===== src/hdl/shdm_pkg.sv =====
`timescale 1ns / 1ps
// Constants, types and step functions for the string hash directory mapper.
// No dependencies; used by string_hash_directory_mapper.
package shdm_pkg;

  localparam logic [31:0] CRC_POLY = 32'hEDB88320;
  localparam logic [31:0] CRC_INIT = 32'hFFFFFFFF;

  localparam int unsigned LevelBits = 6;
  localparam int unsigned KeyBits   = 2 * LevelBits;

  localparam int unsigned MulA = 31;
  localparam int unsigned ModA = 101;
  localparam int unsigned MulB = 37;
  localparam int unsigned ModB = 103;

  // Byte-lane weights 2^(8i) mod m, and the correction for a set sign bit.
  localparam int unsigned WA1  = 256 % ModA;
  localparam int unsigned WA2  = (WA1 * WA1) % ModA;
  localparam int unsigned WA3  = (WA2 * WA1) % ModA;
  localparam int unsigned WA4  = (WA3 * WA1) % ModA;
  localparam int unsigned NegA = (ModA - WA4) % ModA;
  localparam int unsigned WB1  = 256 % ModB;
  localparam int unsigned WB2  = (WB1 * WB1) % ModB;
  localparam int unsigned WB3  = (WB2 * WB1) % ModB;
  localparam int unsigned WB4  = (WB3 * WB1) % ModB;
  localparam int unsigned NegB = (ModB - WB4) % ModB;

  // Reciprocal quotient, exact for every 16-bit folded sum.
  localparam int unsigned RecipShift = 23;
  localparam int unsigned RecipA     = ((1 << RecipShift) + ModA - 1) / ModA;
  localparam int unsigned RecipB     = ((1 << RecipShift) + ModB - 1) / ModB;

  localparam int unsigned SumBits   = 16;
  localparam int unsigned RecipBits = 17;
  localparam int unsigned ProdBits  = SumBits + RecipBits;
  localparam int unsigned QuotBits  = 10;
  localparam int unsigned ResBits   = 7;
  localparam int unsigned WBits     = 7;

  typedef logic [KeyBits-1:0]   key_t;
  typedef logic [SumBits-1:0]   fold_t;
  typedef logic [QuotBits-1:0]  quot_t;
  typedef logic [ResBits-1:0]   res_t;
  typedef logic [WBits-1:0]     weight_t;
  typedef logic [RecipBits-1:0] recip_t;

  function automatic logic [31:0] crc_byte_step(input logic [31:0] crc, input logic [7:0] b);
    logic [31:0] c;
    c = crc ^ {24'd0, b};
    for (int k = 0; k < 8; k++) begin
      c = c[0] ? ((c >> 1) ^ CRC_POLY) : (c >> 1);
    end
    return c;
  endfunction

  function automatic logic [31:0] hash_step(input logic [31:0] h, input logic [31:0] mul,
                                             input logic [7:0] b);
    return (h * mul) + {24'd0, b};
  endfunction

  // Sum congruent to the signed 32-bit value, small enough for one quotient step.
  function automatic fold_t residue_fold(input logic [31:0] v, input weight_t w1,
                                         input weight_t w2, input weight_t w3,
                                         input weight_t neg);
    fold_t s;
    s = fold_t'(v[7:0]) + fold_t'(v[15:8]) * fold_t'(w1)
      + fold_t'(v[23:16]) * fold_t'(w2) + fold_t'(v[31:24]) * fold_t'(w3)
      + (v[31] ? fold_t'(neg) : fold_t'(0));
    return s;
  endfunction

  function automatic quot_t fold_quot(input fold_t x, input recip_t recip);
    logic [ProdBits-1:0] p;
    p = ProdBits'(x) * ProdBits'(recip);
    return quot_t'(p >> RecipShift);
  endfunction

  function automatic res_t fold_rem(input fold_t x, input quot_t q, input weight_t m);
    fold_t r;
    r = x - fold_t'(q) * fold_t'(m);
    return res_t'(r);
  endfunction

endpackage


===== src/hdl/string_hash_directory_mapper.sv =====
`timescale 1ns / 1ps
// Top level of the string hash directory mapper: running CRC-32 and two
// polynomial hashes, reduced to four directory indices. Uses shdm_pkg.
//
// One byte is taken per cycle while in_ready is high. The running CRC and hashes update at the edge
// that accepts the byte. The last byte of a string sends its final values into
// a four-stage pipeline (capture, byte-lane fold, reciprocal quotient,
// remainder) whose last stage is the output register. out_valid rises when the
// result reaches the output register. Each stage holds when the
// stage after it is full and stalled. Bytes keep flowing until all four stages
// hold results and the output is stalled; only then does in_ready drop.
module string_hash_directory_mapper
  import shdm_pkg::*;
(
  input  logic                 clk,
  input  logic                 rst,
  input  logic                 in_valid,
  output logic                 in_ready,
  input  logic [7:0]           data_byte,
  input  logic                 last_byte,
  output logic                 out_valid,
  input  logic                 out_ready,
  output logic [LevelBits-1:0] level_one,
  output logic [LevelBits-1:0] level_two,
  output logic [ResBits-1:0]   level_three,
  output logic [ResBits-1:0]   level_four
);

  logic [31:0] crc_value, hash_thirty_one, hash_thirty_seven;
  logic [31:0] crc_next, hash_a_next, hash_b_next;

  logic        s1_valid, s2_valid, s3_valid;
  key_t        s1_key, s2_key, s3_key;
  logic [31:0] s1_hash_a, s1_hash_b;
  fold_t       s2_sum_a, s2_sum_b, s3_sum_a, s3_sum_b;
  quot_t       s3_quot_a, s3_quot_b;

  logic out_free, s3_free, s2_free, s1_free, accept;

  assign out_free = !out_valid || out_ready;
  assign s3_free  = !s3_valid || out_free;
  assign s2_free  = !s2_valid || s3_free;
  assign s1_free  = !s1_valid || s2_free;
  assign in_ready = s1_free;
  assign accept   = in_valid && in_ready;

  always_comb begin
    crc_next    = crc_byte_step(crc_value, data_byte);
    hash_a_next = hash_step(hash_thirty_one, 32'(MulA), data_byte);
    hash_b_next = hash_step(hash_thirty_seven, 32'(MulB), data_byte);
  end

  // running state
  always_ff @(posedge clk) begin
    if (rst) begin
      crc_value         <= CRC_INIT;
      hash_thirty_one   <= '0;
      hash_thirty_seven <= '0;
    end else if (accept) begin
      if (last_byte) begin
        crc_value         <= CRC_INIT;
        hash_thirty_one   <= '0;
        hash_thirty_seven <= '0;
      end else begin
        crc_value         <= crc_next;
        hash_thirty_one   <= hash_a_next;
        hash_thirty_seven <= hash_b_next;
      end
    end
  end

  // pipeline valids
  always_ff @(posedge clk) begin
    if (rst) begin
      s1_valid  <= 1'b0;
      s2_valid  <= 1'b0;
      s3_valid  <= 1'b0;
      out_valid <= 1'b0;
    end else begin
      if (s1_free) s1_valid <= accept && last_byte;
      if (s2_free) s2_valid <= s1_valid;
      if (s3_free) s3_valid <= s2_valid;
      if (out_free) out_valid <= s3_valid;
    end
  end

  // pipeline payload
  always_ff @(posedge clk) begin
    if (s1_free && accept && last_byte) begin
      s1_key    <= key_t'(crc_next ^ CRC_INIT);
      s1_hash_a <= hash_a_next;
      s1_hash_b <= hash_b_next;
    end
    if (s2_free && s1_valid) begin
      s2_key   <= s1_key;
      s2_sum_a <= residue_fold(s1_hash_a, weight_t'(WA1), weight_t'(WA2), weight_t'(WA3),
                               weight_t'(NegA));
      s2_sum_b <= residue_fold(s1_hash_b, weight_t'(WB1), weight_t'(WB2), weight_t'(WB3),
                               weight_t'(NegB));
    end
    if (s3_free && s2_valid) begin
      s3_key    <= s2_key;
      s3_sum_a  <= s2_sum_a;
      s3_sum_b  <= s2_sum_b;
      s3_quot_a <= fold_quot(s2_sum_a, recip_t'(RecipA));
      s3_quot_b <= fold_quot(s2_sum_b, recip_t'(RecipB));
    end
    if (out_free && s3_valid) begin
      level_one   <= s3_key[KeyBits-1:LevelBits];
      level_two   <= s3_key[LevelBits-1:0];
      level_three <= fold_rem(s3_sum_a, s3_quot_a, weight_t'(ModA));
      level_four  <= fold_rem(s3_sum_b, s3_quot_b, weight_t'(ModB));
    end
  end

  a_level_three_range : assert property (@(posedge clk) disable iff (rst)
    out_valid |-> level_three < ResBits'(ModA))
    else $error("level_three out of range");

  a_level_four_range : assert property (@(posedge clk) disable iff (rst)
    out_valid |-> level_four < ResBits'(ModB))
    else $error("level_four out of range");

  a_state_cleared : assert property (@(posedge clk) disable iff (rst)
    accept && last_byte |=> crc_value == CRC_INIT && hash_thirty_one == '0
                            && hash_thirty_seven == '0)
    else $error("running state not cleared after last item");

  a_stage1_held : assert property (@(posedge clk) disable iff (rst)
    s1_valid && !s2_free |=> s1_valid && $stable(s1_key))
    else $error("stalled capture stage lost its item");

endmodule

===== config.mk =====
export PLATFORM = sky130hd
export DESIGN_NAME = string_hash_directory_mapper
export DESIGN_NICKNAME = d
export VERILOG_FILES = /design/src/hdl/shdm_pkg.sv /design/src/hdl/string_hash_directory_mapper.sv
export SDC_FILE = /design/constraint.sdc
export NUM_CORES = 2
export LEC_CHECK = 0
export BUFFER_PORTS_ARGS = -buffer_cell sky130_fd_sc_hd__buf_2
export CORE_MARGIN = 1.5
export CORE_UTILIZATION = 44
export CTS_CLUSTER_DIAMETER = 60
export DETAILED_ROUTE_END_ITERATION = 7
export PLACE_DENSITY_LB_ADDON = 0.2
export REMOVE_ABC_BUFFERS = 1
export SLEW_MARGIN = 20
export SYNTH_ARGS = -nofsm -noshare
export SYNTH_HDL_FRONTEND = slang
export SYNTH_SLANG_ARGS = --single-unit

===== constraint.sdc =====
create_clock -name clk -period 7.3 [get_ports clk]
set_clock_uncertainty 0.2 [all_clocks]
set_input_delay 0.73 -clock clk [delete_from_list [all_inputs] [get_ports clk]]
set_output_delay 0.73 -clock clk [all_outputs]
set_load 0.02 [all_outputs]

; ---- After elaboration in Yosys (flattened, before gate mapping)
; Index checks and enable logic that the tools add are counted.
[word_totals]
regBits = 292
in_bits = 13
output_inout_bits = 28
[classes]
addsub = 12
multipliers = 12
mux = 13
bitwise_logic = 10
n_reduce_logical = 15
[ops]
columns = operator, n
row1 = 2-to-1 mux 32 bit, 11
row2 = NOT 13 -> 14 bit, 8
row3 = adder 32 x 8 -> 32 bit, 2
row4 = multiplier 16 x 17 -> 33 bit (second input constant), 1
row5 = adder 16 x 6 -> 16 bit, 2
row6 = multiplier 32 x 5 -> 32 bit (second input constant), 1
row7 = multiplier 32 x 6 -> 32 bit (second input constant), 1
row8 = XOR 32 x 8 -> 32 bit, 1
row9 = adder 8 x 14 -> 15 bit, 2
row10 = multiplier 16 x 13 -> 29 bit (second input constant), 1
row11 = multiplier 8 x 5 -> 13 bit (second input constant), 2
row12 = multiplier 8 x 3 -> 11 bit (second input constant), 2
row13 = multiplier 10 x 7 -> 7 bit (second input constant), 2
row14 = adder 15 x 13 -> 16 bit, 1
row15 = adder 15 x 15 -> 16 bit, 1
row16 = adder 16 x 11 -> 16 bit, 1
row17 = adder 16 x 14 -> 16 bit, 1
row18 = multiplier 8 x 6 -> 14 bit (second input constant), 1
row19 = subtractor 7 bit, 2
row20 = multiplier 8 x 4 -> 12 bit (second input constant), 1
row21 = 2-to-1 mux 6 bit, 2
row22 = NOT 12 bit, 1
row23 = logical AND 1 bit, 7
row24 = logical NOT 1 bit, 4
row25 = logical OR 1 bit, 4

; ---- Depth between registers and ports, before layout
[logic_depth]
ltp_word = 18
mapped_depth = 24
mapped_depth_nobuf = 24

; ---- Worst setup path before layout
; OpenSTA, ideal clock, no wires.
[synth_timing]
path_type = register to register
start = register s1_hash_b[16]
end = register s2_sum_b[15] (data pin)
setup_ns = 0.274
arrival_time_ns = 5.920
required_ns = 6.826
setup_slack_ns = 0.906
stages_incl_launch_ff = 22
n_path_buf = 0
synth_period_minus_slack_ns = 6.394
cell_sequence = edfxtp_1 > fa_1 > ha_1 > inv_1 > fa_1 > fa_1 > fa_1 > inv_1 > fa_1 > inv_1 > fa_1 > fa_1 > inv_1 > ha_1 > nor2b_1 > o21ai_0 > nand2_1 > a21o_1 > a31o_2 > a41o_1 > o41ai_1 > xor2_1
[synth_via]
elab_chain_cells = 4
[synth_lines]
columns = item, line
row1 = from (decl), string_hash_directory_mapper.sv:34  ; logic [31:0] s1_hash_a, s1_hash_b;
row2 = from (signal assigned), string_hash_directory_mapper.sv:92  ; s1_hash_b <= hash_b_next;
row3 = multiplier 8 x 3 -> 11 bit, shdm_pkg.sv:68  ; + fold_t'(v[23:16]) * fold_t'(w2) + fold_t'(v[31:24]) * fold_t'(w3)
row4 = adder 15 x 13 -> 16 bit, shdm_pkg.sv:68
row5 = adder 16 x 14 -> 16 bit, shdm_pkg.sv:68
row6 = adder 16 x 6 -> 16 bit, shdm_pkg.sv:69  ; + (v[31] ? fold_t'(neg) : fold_t'(0));
row7 = to (signal assigned), string_hash_directory_mapper.sv:98  ; s2_sum_b <= residue_fold(s1_hash_b, weight_t'(WB1), weight_t'(WB2), weight_t'(WB3),
row8 = to (decl), string_hash_directory_mapper.sv:35  ; fold_t s2_sum_a, s2_sum_b, s3_sum_a, s3_sum_b;
; No other way between the ends.
; A chain may end at the register's enable or synchronous reset.

; ---- Worst setup path in the final report
; Same ends and word-level chain as after synthesis.

==> results.yml <==
outcome:
  status: "finished clean"
clock_network:
  clock_tree.htree_level_count: 2
  cts_made_buffers: 41
  clkSlewWorstSetupHoldPaths_ps: 60
  tritoncts: "done"
  root_buffer: "sky130_fd_sc_hd__clkbuf_16"
  cts.sink_count: 286
  clk_path_buf_depth: 3
  cts_hold_buffers: 0
  post_cts_resized: 0
  worstSkewPairLatency_ps: 570
  cts_setup_buffers: 0
setup_path:
  worst-path-max-fanout: 3
  arrival_ps: 6720
  timing.critical_path.from_type: "flop"
  cp.required_ps: 7400
  reg2regPathDepth: 21
  worstSetupEndpointType: "flop"
  timing.setup.critical_path_class: "reg -> reg"
placed_design:
  buffer_ports.inserted: 40
  preCtsSetupSlack_ps: 668
  gp_congestion: 0.839
  post_place_instance_area_um2: 33000
  post_dp_hpwl_um: 51100
finish:
  area_delta_synth_final_pct: 8.72
  finalCoreUtilization: 0.482
  number_of_antenna_cells_inserted: 0
  finalNetCount: 4059
  multi_input_gate_area_in_the_final_layout_um2: 21100
  layout.cell_area.non_filler_um2: 34400
  ff_latch_area_um2: 7590
  drive_above_1_share: 0.0505
  layout.filler_cells: 6649
timing:
  fin_crit_ps: 6620
  timing.final.hold_violations: 0
  timing.slew.headroom: 0.396
  min_period_over_period: 0.908
  postLayoutSetupSlackWorst_ps: 675
  grt_setup_unrepaired: "no"
  timing.final.setup_violations: 0
  timing_max_transition_violations_final: 0
  achievable-frequency_mhz: 151
  actual_slew_at_the_worst_max_slew_pin_ps: 884
  setup-tns-final_ps: 0
min_path:
  min_path_type: "reg -> reg"
  hold_path_depth: 0
logic_synthesis:
  seq_area_frac_synth: 0.240
  post_synth_edffs: 186
  top_area_cell_type_share_of_the_netlist_area: 0.241
  netlist_instances: 3040
  synth_area_um2: 31600
  postSynthAreaPerCell_um2: 10.4
  dominantRegCellSynth: "sky130_fd_sc_hd__edfxtp_1"
  post_synth_num_cell_types: 71
  synth_largest_area_cell: "sky130_fd_sc_hd__ha_1"
  synthTopCellsByArea: "sky130_fd_sc_hd__ha_1 (24%), sky130_fd_sc_hd__fa_1 (22%), sky130_fd_sc_hd__edfxtp_1 (18%)"
  yosys_reg_bits: 286
  async_flop_share: 0
  yosys_warnings: 0
global_routing:
  first_global_vias: 21820
  global_route.usage.total: 0.175
  grt_first_pass_wirelength_um: 105000
  grt_start_max_net_pins: 77
  grt-ovfl-total: 0
  grt_antenna_before_repair: 1
die:
  initial_utilization: 0.443
  pin_count: 41
  chipWidth_um: 271
  core_region_area_um2: 71400
  floorplan.die.height_um: 271
  design.die.area_um2: 73500
  rows: 98
run:
  max-cap-violations: 0
routing:
  first_iteration_detailed_routing_drc_count: 856
  vias: 20231
  number_of_routed_nets_with_antenna_violations: 0
  totalWireLength_um: 61400
  drt_drc_violations_left: 0
  detailedRoute.firstPassIterationCount: 5
  avgViaCountPerCell: 4.96
  wl_per_cell_um: 15.0
-- cell families (layout without fill, tap and decap cells) --
family,Yosys count,in the layout,synth area share
adder cells (fa/ha/maj),950,950,0.456
AO/OA/AOI/OAI,424,424,0.0920
XOR/XNOR,239,239,0.0666
AND/OR/NAND/NOR,341,341,0.0499
flip-flops,286,286,0.240
buffers and inverters,798,887,0.0946
multiplexers,2,2,0.000633
-- through the flow --
| step | hold WS (ps) | std cells |
|---|---|---|
| 5_1_grt | 217 | 4079 |
| 4_1_cts | 217 | 4079 |
| 3_5_place_dp | 205 | 4003 |
| 3_3_place_gp | 200 | 4003 |
| 2_1_floorplan | 200 | 3003 |
| 6_report | 217 | 4079 |
-- cell usage after synthesis (all sizes together) (25+ instances only) --
cell type    n
nand3       25
o211ai      43
a22o        35
xnor2      177
a21oi      122
fa         341
a21o        41
nand2      105
dfxtp      100
o21ai       61
inv        761
xor2        62
nor2       101
edfxtp     186
ha         609
clkbuf      33
-- metal layers --
metal / part of all wire / GRT usage
met1: 0.48 / 0.237
met2: 0.47 / 0.297
met3: 0.029 / 0.0191
met4: 0.023 / 0.0469
met5: 0 / 0
-- flip-flops by register name (all words and copies together), names as in the netlist, 12 cells and up --
signal             cells
crc_value             32
hash_thirty_one       32
hash_thirty_seven     32
s1_hash_a             32
s1_hash_b             32
s1_key                12
s2_key                12
s2_sum_a              16
s2_sum_b              16
s3_key                12
-- cells in the final DEF (no fill, tap or decap), types with 41 or more instances in the layout --
cell type                   count
sky130_fd_sc_hd__a21oi_1      119
sky130_fd_sc_hd__xor2_1        62
sky130_fd_sc_hd__xnor2_1      175
sky130_fd_sc_hd__ha_1         609
sky130_fd_sc_hd__nand2_1      104
sky130_fd_sc_hd__clkbuf_16     42
sky130_fd_sc_hd__o21ai_0       59
sky130_fd_sc_hd__dfxtp_1      100
sky130_fd_sc_hd__fa_1         341
sky130_fd_sc_hd__nor2_1        99
sky130_fd_sc_hd__inv_1        760
sky130_fd_sc_hd__edfxtp_1     186
sky130_fd_sc_hd__o211ai_1      41
-- critical path, cell delays in order (launching register included) --
cell and delay (ps):
sky130_fd_sc_hd__edfxtp_1 470, sky130_fd_sc_hd__fa_1 580, sky130_fd_sc_hd__ha_1 170, sky130_fd_sc_hd__inv_1 60
sky130_fd_sc_hd__fa_1 540, sky130_fd_sc_hd__fa_1 430, sky130_fd_sc_hd__fa_1 510, sky130_fd_sc_hd__inv_1 50
sky130_fd_sc_hd__fa_1 520, sky130_fd_sc_hd__inv_1 50, sky130_fd_sc_hd__fa_1 440, sky130_fd_sc_hd__fa_1 490
sky130_fd_sc_hd__inv_1 40, sky130_fd_sc_hd__ha_1 300, sky130_fd_sc_hd__nor2b_1 140, sky130_fd_sc_hd__o21ai_0 130
sky130_fd_sc_hd__nand2_1 100, sky130_fd_sc_hd__a21o_1 200, sky130_fd_sc_hd__a31o_2 250, sky130_fd_sc_hd__a41o_1 260
sky130_fd_sc_hd__o41ai_1 300, sky130_fd_sc_hd__xor2_1 100
-- cell type report --
class | instances | share of cell area
multi-input combinational | 1956 | 0.614
timing repair buffer | 50 | 0.00800
inverter | 761 | 0.0831
tap | 950 | 0.0345
clock buffer | 45 | 0.0312
sequential | 286 | 0.221
clock inverter | 31 | 0.00913
-- path summary, 6_finish.rpt --
path / from / to / slack (ps)
worst max-delay path: s1_hash_b[16]$_DFFE_PP_ / s2_sum_b[15]$_DFFE_PP_ / 680
worst min-delay path: s3_key[2]$_DFFE_PP_ / level_two[2]$_DFFE_PP_ / 220
worst max register to register: s1_hash_b[16]$_DFFE_PP_ / s2_sum_b[15]$_DFFE_PP_ / 680
worst min register to register: s3_key[2]$_DFFE_PP_ / level_two[2]$_DFFE_PP_ / 220
Power is left out: the tool's default activity adds up to more than one toggle a clock period on the data nets, which glitch-free logic cannot reach.
